`src/design/onrk4_pkg.sv`:
```
package onrk4_pkg;

  // Default sizes, handed to the top level parameters
  localparam int NODES_DEF        = 8;
  localparam int EDGES_DEF        = 32;
  localparam int CORDIC_ITERS_DEF = 16;

  // Fixed field widths
  localparam int NODE_IDW = 6;
  localparam int RANGE_W  = 11;
  localparam int COUNT_W  = 7;
  localparam int ITER_W   = 5;

  // Angle constants, Q16.16
  localparam logic [19:0] TWO_PI    = 20'd411775;
  localparam logic [19:0] PI        = 20'd205887;
  localparam logic [19:0] HALF_PI   = 20'd102944;
  localparam logic [23:0] CORDIC_X0 = 24'd39797;

  // Range reduction walks 2pi << MOD_TOP down to 2pi << 0
  localparam logic [ITER_W-1:0] MOD_TOP = 5'd13;

  // Index of the last multiply step in one Runge-Kutta sweep
  localparam logic [ITER_W-1:0] RK_LAST = 5'd16;

  typedef enum logic [1:0] {
    FUNC_EDGE = 2'd0,
    FUNC_NODE = 2'd1,
    FUNC_STEP = 2'd2
  } func_t;

  typedef enum logic [2:0] {
    REG_DAMPING    = 3'd0,
    REG_RESTORING  = 3'd1,
    REG_STEP_FULL  = 3'd2,
    REG_STEP_HALF  = 3'd3,
    REG_STEP_SIXTH = 3'd4,
    REG_NODE_COUNT = 3'd5
  } reg_t;

  // Multiply steps of the integrator
  typedef enum logic [3:0] {
    UOP_DW  = 4'd0,  // alpha * stage speed
    UOP_DT1 = 4'd1,  // gamma * stage phase, close derivative, weight 1
    UOP_DT2 = 4'd2,  // gamma * stage phase, close derivative, weight 2
    UOP_WH  = 4'd3,  // stage speed from kw * hh
    UOP_WF  = 4'd4,  // stage speed from kw * h
    UOP_TK  = 4'd5,  // stage phase and next kt from kt * hh
    UOP_TH  = 4'd6,  // stage phase from kt * hh
    UOP_KF  = 4'd7,  // last kt from kt * h
    UOP_NW  = 4'd8,  // new speed
    UOP_NT  = 4'd9   // new phase
  } uop_t;

  typedef struct packed {
    logic                take;
    logic                node_rd;
    logic                node_ld;
    logic                edge_rd;
    logic                far_rd;
    logic                diff_ld;
    logic                mod_step;
    logic                cordic_init;
    logic                cordic_step;
    logic                cpl_mul;
    logic                cpl_wb;
    logic                rk_mul;
    logic                rk_wb;
    uop_t                uop;
    logic [ITER_W-1:0]   iter;
    logic [NODE_IDW-1:0] node;
    logic                node_wr;
    logic                out_ld;
  } cmd_t;

  typedef struct packed {
    logic step_go;
    logic edge_more;
    logic last_node;
    logic out_busy;
  } sts_t;

  function automatic uop_t uop_at(input logic [ITER_W-1:0] i);
    uop_t u;
    case (i)
      5'd0, 5'd4, 5'd8, 5'd13: u = UOP_DW;
      5'd1, 5'd14:             u = UOP_DT1;
      5'd5, 5'd9:              u = UOP_DT2;
      5'd2, 5'd6:              u = UOP_WH;
      5'd3, 5'd7:              u = UOP_TK;
      5'd10:                   u = UOP_WF;
      5'd11:                   u = UOP_TH;
      5'd12:                   u = UOP_KF;
      5'd15:                   u = UOP_NW;
      5'd16:                   u = UOP_NT;
      default:                 u = UOP_DW;
    endcase
    return u;
  endfunction

  function automatic logic [15:0] atan_at(input logic [ITER_W-1:0] i);
    logic [15:0] a;
    case (i)
      5'd0:    a = 16'd51472;
      5'd1:    a = 16'd30386;
      5'd2:    a = 16'd16055;
      5'd3:    a = 16'd8150;
      5'd4:    a = 16'd4091;
      5'd5:    a = 16'd2047;
      5'd6:    a = 16'd1024;
      5'd7:    a = 16'd512;
      5'd8:    a = 16'd256;
      5'd9:    a = 16'd128;
      5'd10:   a = 16'd64;
      5'd11:   a = 16'd32;
      5'd12:   a = 16'd16;
      5'd13:   a = 16'd8;
      5'd14:   a = 16'd4;
      5'd15:   a = 16'd2;
      5'd16:   a = 16'd1;
      default: a = 16'd0;
    endcase
    return a;
  endfunction

  function automatic logic signed [31:0] sat32(input logic signed [47:0] v);
    logic signed [31:0] r;
    if (v > $signed(48'h0000_7FFF_FFFF)) r = 32'sh7FFF_FFFF;
    else if (v < $signed(48'hFFFF_8000_0000)) r = 32'sh8000_0000;
    else r = v[31:0];
    return r;
  endfunction

  // Q16.16 product: floor shift by 16, then saturate
  function automatic logic signed [31:0] qsat(input logic signed [63:0] p);
    logic signed [47:0] sh;
    sh = p[63:16];
    return sat32(sh);
  endfunction

endpackage

```
`src/design/onrk4_ctrl.sv`:
```
module onrk4_ctrl #(
  parameter int CORDIC_ITERS = onrk4_pkg::CORDIC_ITERS_DEF
) (
  input  logic             clk,
  input  logic             rst,
  input  logic             s_tvalid,
  output logic             s_tready,
  input  onrk4_pkg::sts_t  sts,
  output onrk4_pkg::cmd_t  cmd
);
  import onrk4_pkg::*;

  typedef enum logic [13:0] {
    S_IDLE     = 14'b00000000000001,
    S_NODE_RD  = 14'b00000000000010,
    S_NODE_LD  = 14'b00000000000100,
    S_EDGE_CHK = 14'b00000000001000,
    S_FAR_RD   = 14'b00000000010000,
    S_FAR_LD   = 14'b00000000100000,
    S_MOD      = 14'b00000001000000,
    S_CINIT    = 14'b00000010000000,
    S_CORDIC   = 14'b00000100000000,
    S_CPL_MUL  = 14'b00001000000000,
    S_CPL_WB   = 14'b00010000000000,
    S_RK_MUL   = 14'b00100000000000,
    S_RK_WB    = 14'b01000000000000,
    S_NODE_WR  = 14'b10000000000000
  } state_t;

  localparam logic [ITER_W-1:0] CORDIC_LAST = ITER_W'(CORDIC_ITERS - 1);

  state_t              state, state_next;
  logic [NODE_IDW-1:0] n, n_next;
  logic [ITER_W-1:0]   cnt, cnt_next;

  // Take requests in idle; sequence a step: node fetch, edge loop, integrator, write back
  always_comb begin
    cmd        = '0;
    cmd.node   = n;
    cmd.iter   = cnt;
    cmd.uop    = uop_at(cnt);
    state_next = state;
    n_next     = n;
    cnt_next   = cnt;
    s_tready   = 1'b0;
    unique case (state)
      S_IDLE: begin
        s_tready = 1'b1;
        cmd.take = s_tvalid;
        if (s_tvalid && sts.step_go) begin
          n_next     = '0;
          state_next = S_NODE_RD;
        end
      end
      S_NODE_RD: begin
        cmd.node_rd = 1'b1;
        state_next  = S_NODE_LD;
      end
      S_NODE_LD: begin
        cmd.node_ld = 1'b1;
        state_next  = S_EDGE_CHK;
      end
      S_EDGE_CHK: begin
        if (sts.edge_more) begin
          cmd.edge_rd = 1'b1;
          state_next  = S_FAR_RD;
        end else begin
          cnt_next   = '0;
          state_next = S_RK_MUL;
        end
      end
      S_FAR_RD: begin
        cmd.far_rd = 1'b1;
        state_next = S_FAR_LD;
      end
      S_FAR_LD: begin
        cmd.diff_ld = 1'b1;
        cnt_next    = MOD_TOP;
        state_next  = S_MOD;
      end
      S_MOD: begin
        cmd.mod_step = 1'b1;
        if (cnt == '0) state_next = S_CINIT;
        else cnt_next = cnt - 1'b1;
      end
      S_CINIT: begin
        cmd.cordic_init = 1'b1;
        cnt_next        = '0;
        state_next      = S_CORDIC;
      end
      S_CORDIC: begin
        cmd.cordic_step = 1'b1;
        if (cnt == CORDIC_LAST) state_next = S_CPL_MUL;
        else cnt_next = cnt + 1'b1;
      end
      S_CPL_MUL: begin
        cmd.cpl_mul = 1'b1;
        state_next  = S_CPL_WB;
      end
      S_CPL_WB: begin
        cmd.cpl_wb = 1'b1;
        state_next = S_EDGE_CHK;
      end
      S_RK_MUL: begin
        cmd.rk_mul = 1'b1;
        state_next = S_RK_WB;
      end
      S_RK_WB: begin
        cmd.rk_wb = 1'b1;
        if (cnt == RK_LAST) begin
          state_next = S_NODE_WR;
        end else begin
          cnt_next   = cnt + 1'b1;
          state_next = S_RK_MUL;
        end
      end
      S_NODE_WR: begin
        // Hold until the output register is free
        if (!sts.out_busy) begin
          cmd.node_wr = 1'b1;
          cmd.out_ld  = 1'b1;
          if (sts.last_node) begin
            state_next = S_IDLE;
          end else begin
            n_next     = n + 1'b1;
            state_next = S_NODE_RD;
          end
        end
      end
      default: state_next = S_IDLE;
    endcase
  end

  always_ff @(posedge clk) begin
    if (rst) begin
      state <= S_IDLE;
      n     <= '0;
      cnt   <= '0;
    end else begin
      state <= state_next;
      n     <= n_next;
      cnt   <= cnt_next;
    end
  end

endmodule

```
`config.mk`:
```
export PLATFORM = sky130hd
export DESIGN_NAME = onrk4_ctrl
export DESIGN_NICKNAME = d
export VERILOG_FILES = /design/src/design/onrk4_pkg.sv /design/src/design/onrk4_ctrl.sv
export SDC_FILE = /design/constraint.sdc
export NUM_CORES = 1
export LEC_CHECK = 0
export ABC_AREA = 1
export BUFFER_PORTS_ARGS = -buffer_cell sky130_fd_sc_hd__buf_2
export CORE_MARGIN = 4
export CORE_UTILIZATION = 56
export CTS_CLUSTER_SIZE = 12
export DETAILED_ROUTE_END_ITERATION = 7
export PLACE_DENSITY = 0.79
export SETUP_SLACK_MARGIN = 0.4
export SYNTH_ARGS = -nofsm -noshare
export SYNTH_HDL_FRONTEND = slang
export SYNTH_SLANG_ARGS = --single-unit
```
`constraint.sdc`:
```
create_clock -name clk -period 3.27 [get_ports clk]
set_input_delay 0.327 -clock clk [delete_from_list [all_inputs] [get_ports clk]]
set_output_delay 0.327 -clock clk [all_outputs]
set_load 0.01 [all_outputs]
```
Word level (Yosys, flattened, before mapping)
Memories as Yosys holds them, arrays and structs flattened. A register that Yosys moved wholly into a read port is not among the register bits. Cells that the tools add are included.

Register bits: 25. ROM bits: 128. Bits of input ports: 7. Output and inout port bits: 31. Word-level logic and storage cells: 76. Memories: 1.

Add/subtract/negate cells: 3. Equality and inequality tests: 25. Multiplexer cells: 36. Reduce and logical (&&, ||, !) cells: 8.

Memory list: (name not given) (words 32, bits a word 4, rd ports 1, clocked after Yosys merged registers in 1, wr ports 0, RTL line onrk4_pkg.sv:85) `case (i)`.

Operators by type and width (count): 14-bit case mux with 13 select lines (1); 14-bit 2-to-1 mux (5); 5-bit 2-to-1 mux (6); 5-bit case mux with 6 select lines (1); 6-bit 2-to-1 mux (3); 2-bit inequality test, second input constant (9); 1-bit 2-to-1 mux (15); 14-bit by 1-bit equality test with 1-bit output, second input constant (1); 14-bit by 10-bit equality test with 1-bit output, second input constant (1); 14-bit by 11-bit equality test with 1-bit output, second input constant (1); 14-bit by 12-bit equality test with 1-bit output, second input constant (1); 14-bit by 13-bit equality test with 1-bit output, second input constant (1); 14-bit equality test, second input constant (1); 14-bit by 2-bit equality test with 1-bit output, second input constant (1); 14-bit by 3-bit equality test with 1-bit output, second input constant (1); 14-bit by 4-bit equality test with 1-bit output, second input constant (1); 14-bit by 5-bit equality test with 1-bit output, second input constant (1); 14-bit by 6-bit equality test with 1-bit output, second input constant (1); 14-bit by 7-bit equality test with 1-bit output, second input constant (1); 14-bit by 8-bit equality test with 1-bit output, second input constant (1); 14-bit by 9-bit equality test with 1-bit output, second input constant (1); 12-bit 2-to-1 mux (1); 6-bit case mux with 2 select lines (1); 4-bit AND reduction (2); 12 further kinds (14).

Depth between registers and ports, before layout
Depth after elaboration: 5. Gate-level depth with buffers: 22. Gate-level depth less buffers: 22.

Worst setup path after synthesis
No wires, ideal clock.

Path kind: flip-flop to flip-flop. Start: register state[2]. End: register, netlist name cmd[13]. Library setup time: 0.114 ns. Arrival time: 2.602 ns. Required time: 3.156 ns. Slack: 0.554 ns. Stages on the path, launching flop included: 21. Path buffers: 0. Clock period less this slack: 2.716 ns. Path through: dfxtp_1 -> nor2_1 -> nand2_4 -> nor2_8 -> nand2_4 -> nand2_4 -> nand2_2 -> nand2_1 -> inv_2 -> ha_1 -> nand2_1 -> nand2_1 -> nand2_1 -> nor2_1 -> inv_1 -> ha_1 -> or2_2 -> nand3_1 -> nand3_1 -> nand3_1 -> nand2_1.

Cells in the longest elaborated chain, start to end: 5. Elaborated cells on any way between the ends: 15. Those cells by class: 10 x eq/ne; 3 x mux; 2 x reduce/logical.

RTL lines: from (decl) (RTL line onrk4_ctrl.sv:32) `state_t state, state_next;`; from (signal assigned) (RTL line onrk4_ctrl.sv:140) `state <= state_next;`; 14-bit by 13-bit equality test with 1-bit output, or another cell as far along (RTL line onrk4_ctrl.sv:46) `unique case (state)`; 6-bit nonzero test (no line) or 2-bit inequality test (tied branches); 5-bit AND reduction (no line); 5-bit 2-to-1 mux (no line) * (2 in a row).

Mark *: on every way between the ends. The rest lies on a longest branch, timed or not. A chain may end at the register's enable or synchronous reset.

Final worst setup path
Start: register state[12]. End: register, netlist name cmd[13].

Cells in the longest elaborated chain, start to end: 5. Elaborated cells on any way between the ends: 15. Those cells by class: 10 x eq/ne; 3 x mux; 2 x reduce/logical.

RTL lines (RTL line): 14-bit by 13-bit equality test with 1-bit output, or another cell as far along (onrk4_ctrl.sv:46); 6-bit nonzero test (no line) or 2-bit inequality test (tied branches); 5-bit AND reduction (no line); 5-bit 2-to-1 mux (no line) * (2 in a row).

Marks and branches as above.

==> key figures <==
Finish
  – Inserted Diodes: 0
  – Post-route cell area: 2480 sq um
  – Most frequent cells in the layout: nand2_1, inv_1, buf_2, nor2_1, nand3_1
  – Commonest non-fill, non-tap cell in the layout: nand2_1
  – Layout cells sized above 1: roughly 30%
  – Final net count: 371
  – Area grow syn2layout: 21.9%
  – Fill cell count: approximately 300

Setup path
  – Worst-path maximum fanout: 6
  – Worst path most repeated cell: nand2_1
  – Slowest cell on crit path: dfxtp_1
  – Crit path largest cell delay: around 0.36 ns
  – Worst EP required: 3.51 ns
  – Cell breakdown of the critical path: nor2_4 -> inv_2 -> nor2_2 -> nand2_4 -> nand2_4 -> nand2_2 -> nand2_1 -> inv_2 -> ha_1 -> nand2_1 -> nand2_1 -> nand2_2 -> nor2_4 -> inv_1 -> ha_2 -> or2_2 -> nand3_1 -> nand3_1 -> nand3_1 -> nand2_1
  – Worst endpoint data arrival time: 2.95 ns
  – Crit start category: flip-flop
  – WS Path Type: reg2reg
  – Setup crit end kind: flip-flop

GRT
  – Vias in the first global route: approximately 1900
  – Antenna violations before repair: 0
  – Largest net degree at the start of global routing: 19
  – First-pass GRT wire length: between 8000 and 9000 um
  – Congestion Overflow GR: 0
  – GRT Total Usage: a little under a quarter

Drt
  – Routed vias/inst: 5.20
  – Residual DRC: 0
  – Antenna viol nets, final: 0
  – Drt first pass iters: 4
  – Met1 wire length: 2250 um
  – DR WL/cell: 12.7 um
  – DR vias: 2099
  – Top Layer Used: met4
  – Initial DRC Count: 119
  – Routed met3 length: 277 um
  – Met2 WL: 2470 um
  – Routed WL: 5130 um

Floorplan
  – Die Y: between 60 and 70 um
  – Std-Cell Core Area: 3420 sq um
  – Initial Util: about 60%
  – Die Wd: 68.3 um
  – Die area: 4660 sq um
  – Ports: 38
  – # rows: 21

Pwr
  – PwrDens: 581 nW/um^2
  – Pleak: 1.37 nW
  – Switching power: 0.595 mW
  – Reg power frac: between 20 and 30%
  – VDD IR max: 0.283 mV
  – Total power: 1.44 mW
  – Clock power frac: 25.9%
  – Switching power share of the total: 41.2%
  – Combinational share of power: 44.5%
  – Internal Power: around 0.85 mW

Timing
  – Max Fclk: 369 MHz
  – Fin. Hold Viols: 0
  – Clock skew: 0.00981 ns
  – Worst Max-Slew Pin Slew: 0.583 ns
  – TNS Setup: 0 ns
  – RSZ-0062 raised after global routing: no
  – Final Setup Violations: 0
  – Final Cycle Share: 82.9%
  – Tmin final: between 2 and 3 ns
  – Max-slew violation count: 0
  – Worst setup margin: 0.559 ns
  – Max transition margin: 60.8%
  – Hold Worst Slack: about 0.29 ns

CTS
  – CTS tree: yes
  – Max clock buf depth: 2
  – H-tree depth: 2
  – Total CTS buffers: 5
  – Clock sink total: 29
  – Post-CTS Hold Buffers: 0
  – Root buf cell: clkbuf_4
  – Reg clk slew, reported paths: 0.10 ns
  – Clock Latency Late Sink: 0.34 ns

Place
  – GPL Wtd Cong: approximately 0.9
  – Placed instance area: 2270 sq um
  – Port Buffer Count: 37
  – Detailed placer's ending HPWL: about 3800 um
  – Place WS: 0.300 ns

Min path
  – Hold Path Class: in2reg

Synthesis
  – Dominant cells by area after synthesis: dfxtp_1, nand2_1, inv_1
  – Post-synthesis register bit count: 29
  – Syn Inst Count: 310
  – Syn_area_per_cell: about 6.6 sq um
  – Post-synthesis sequential area ratio: 28.5%
  – Netlist cell types: 37
  – Yosys warnings: 0
  – Mapped Area: just over 2000 sq um
  – Largest area contributor in the netlist: dfxtp_1
  – Share of the synthesized area in the top cell type: 28.5%
  – Mapped Nets: between 300 and 400

Outcome
  – Outcome: complete, no violations

Flow run
  – Max-capacitance violation count: 0
## repair_timing
action	4_1_cts	5_1_grt
pin swaps	0	6
buffers inserted	0	6
gates resized for setup	2	16
setup endpoints to repair	1	1
## logic make-up after synthesis
| family | Yosys count | synth area share, % |
|---|---|---|
| AOI/OAI and AO/OA | 27 | 8.24 |
| and+or+nand+nor | 182 | 46.3 |
| buffers and inverters | 63 | 11.8 |
| DFF | 29 | 28.5 |
| adders and majority gates | 7 | 4.30 |
| xor gates and xnor gates | 2 | 0.861 |
## synth_stat cells (all sizes together)
library cell and instances:
o211a 1, clkinv 3, o21ai 13, nand4 6, inv 56, nand3b 1, nor4 1, nand2 71
clkbuf 3, nand3 38, dfxtp 29, ha 7, xor2 2, nor3b 2, o211ai 1, buf 1
o22ai 1, and2 2, or2 2, nor3 7, nor2 52, a21oi 9, a211oi 1, o31ai 1
## metrics by stage
| step | std cells | utilization (%) |
|---|---|---|
| after floorplan | 310 | - |
| after global placement | 390 | 66.4 |
| after detailed placement | 390 | 66.4 |
| after CTS | 398 | 69.6 |
| after global routing | 404 | 72.6 |
| final | 404 | 72.6 |
## path summary, 6_finish.rpt
| path | from | to | slack [ns] | cells after the start |
|---|---|---|---|---|
| hold / removal | sts[2] | state[11] | 0.29 | 4 |
| setup reg to reg | state[12] | cmd[13] | 0.56 | 20 |
| setup / recovery | state[12] | cmd[13] | 0.56 | 20 |
| hold reg to reg | n[5] | n[5] | 0.49 | 2 |
## per-layer routing
metal | GRT usage (%) | vias to the layer above
li1 | - | 1073
met1 | 28.3 | 950
met2 | 38.7 | 62
met3 | 4.43 | 14
met4 | 11.2 | 0
met5 | 0 | -
## flip-flops by register name, summed over array words and instances (netlist names)
register and count:
state 14, n 6, cnt 5, cmd 4
## power by group through the flow
stage	Combinational, mW	Clock (mW)	Sequential (mW)
after global placement	0.554	0	0.427
after global routing	0.712	0.394	0.433
after CTS	0.576	0.377	0.419
after floorplan	0.442	0	0.427
after detailed placement	0.567	0	0.427
final	0.641	0.373	0.428
## final cells by class
cell class,instances,area (sq um),area share [%]
flip-flops and latches,29,584,23.6
multi-input cells,218,1280,51.5
repair buffers,44,238,9.58
clock buffers,5,37.5,1.51
well taps,46,57.6,2.32
clock inverters,3,65.1,2.62
inverters,59,221,8.93
## worst max-delay path: cells and delay by family (launching register included)
kind	cells	cell delay, ns
flops	1	0.36
fa+ha+maj	2	0.47
buf+inv	3	0.19
simple gates	15	1.58
Note: power is estimated with default switching activity, not from simulation.
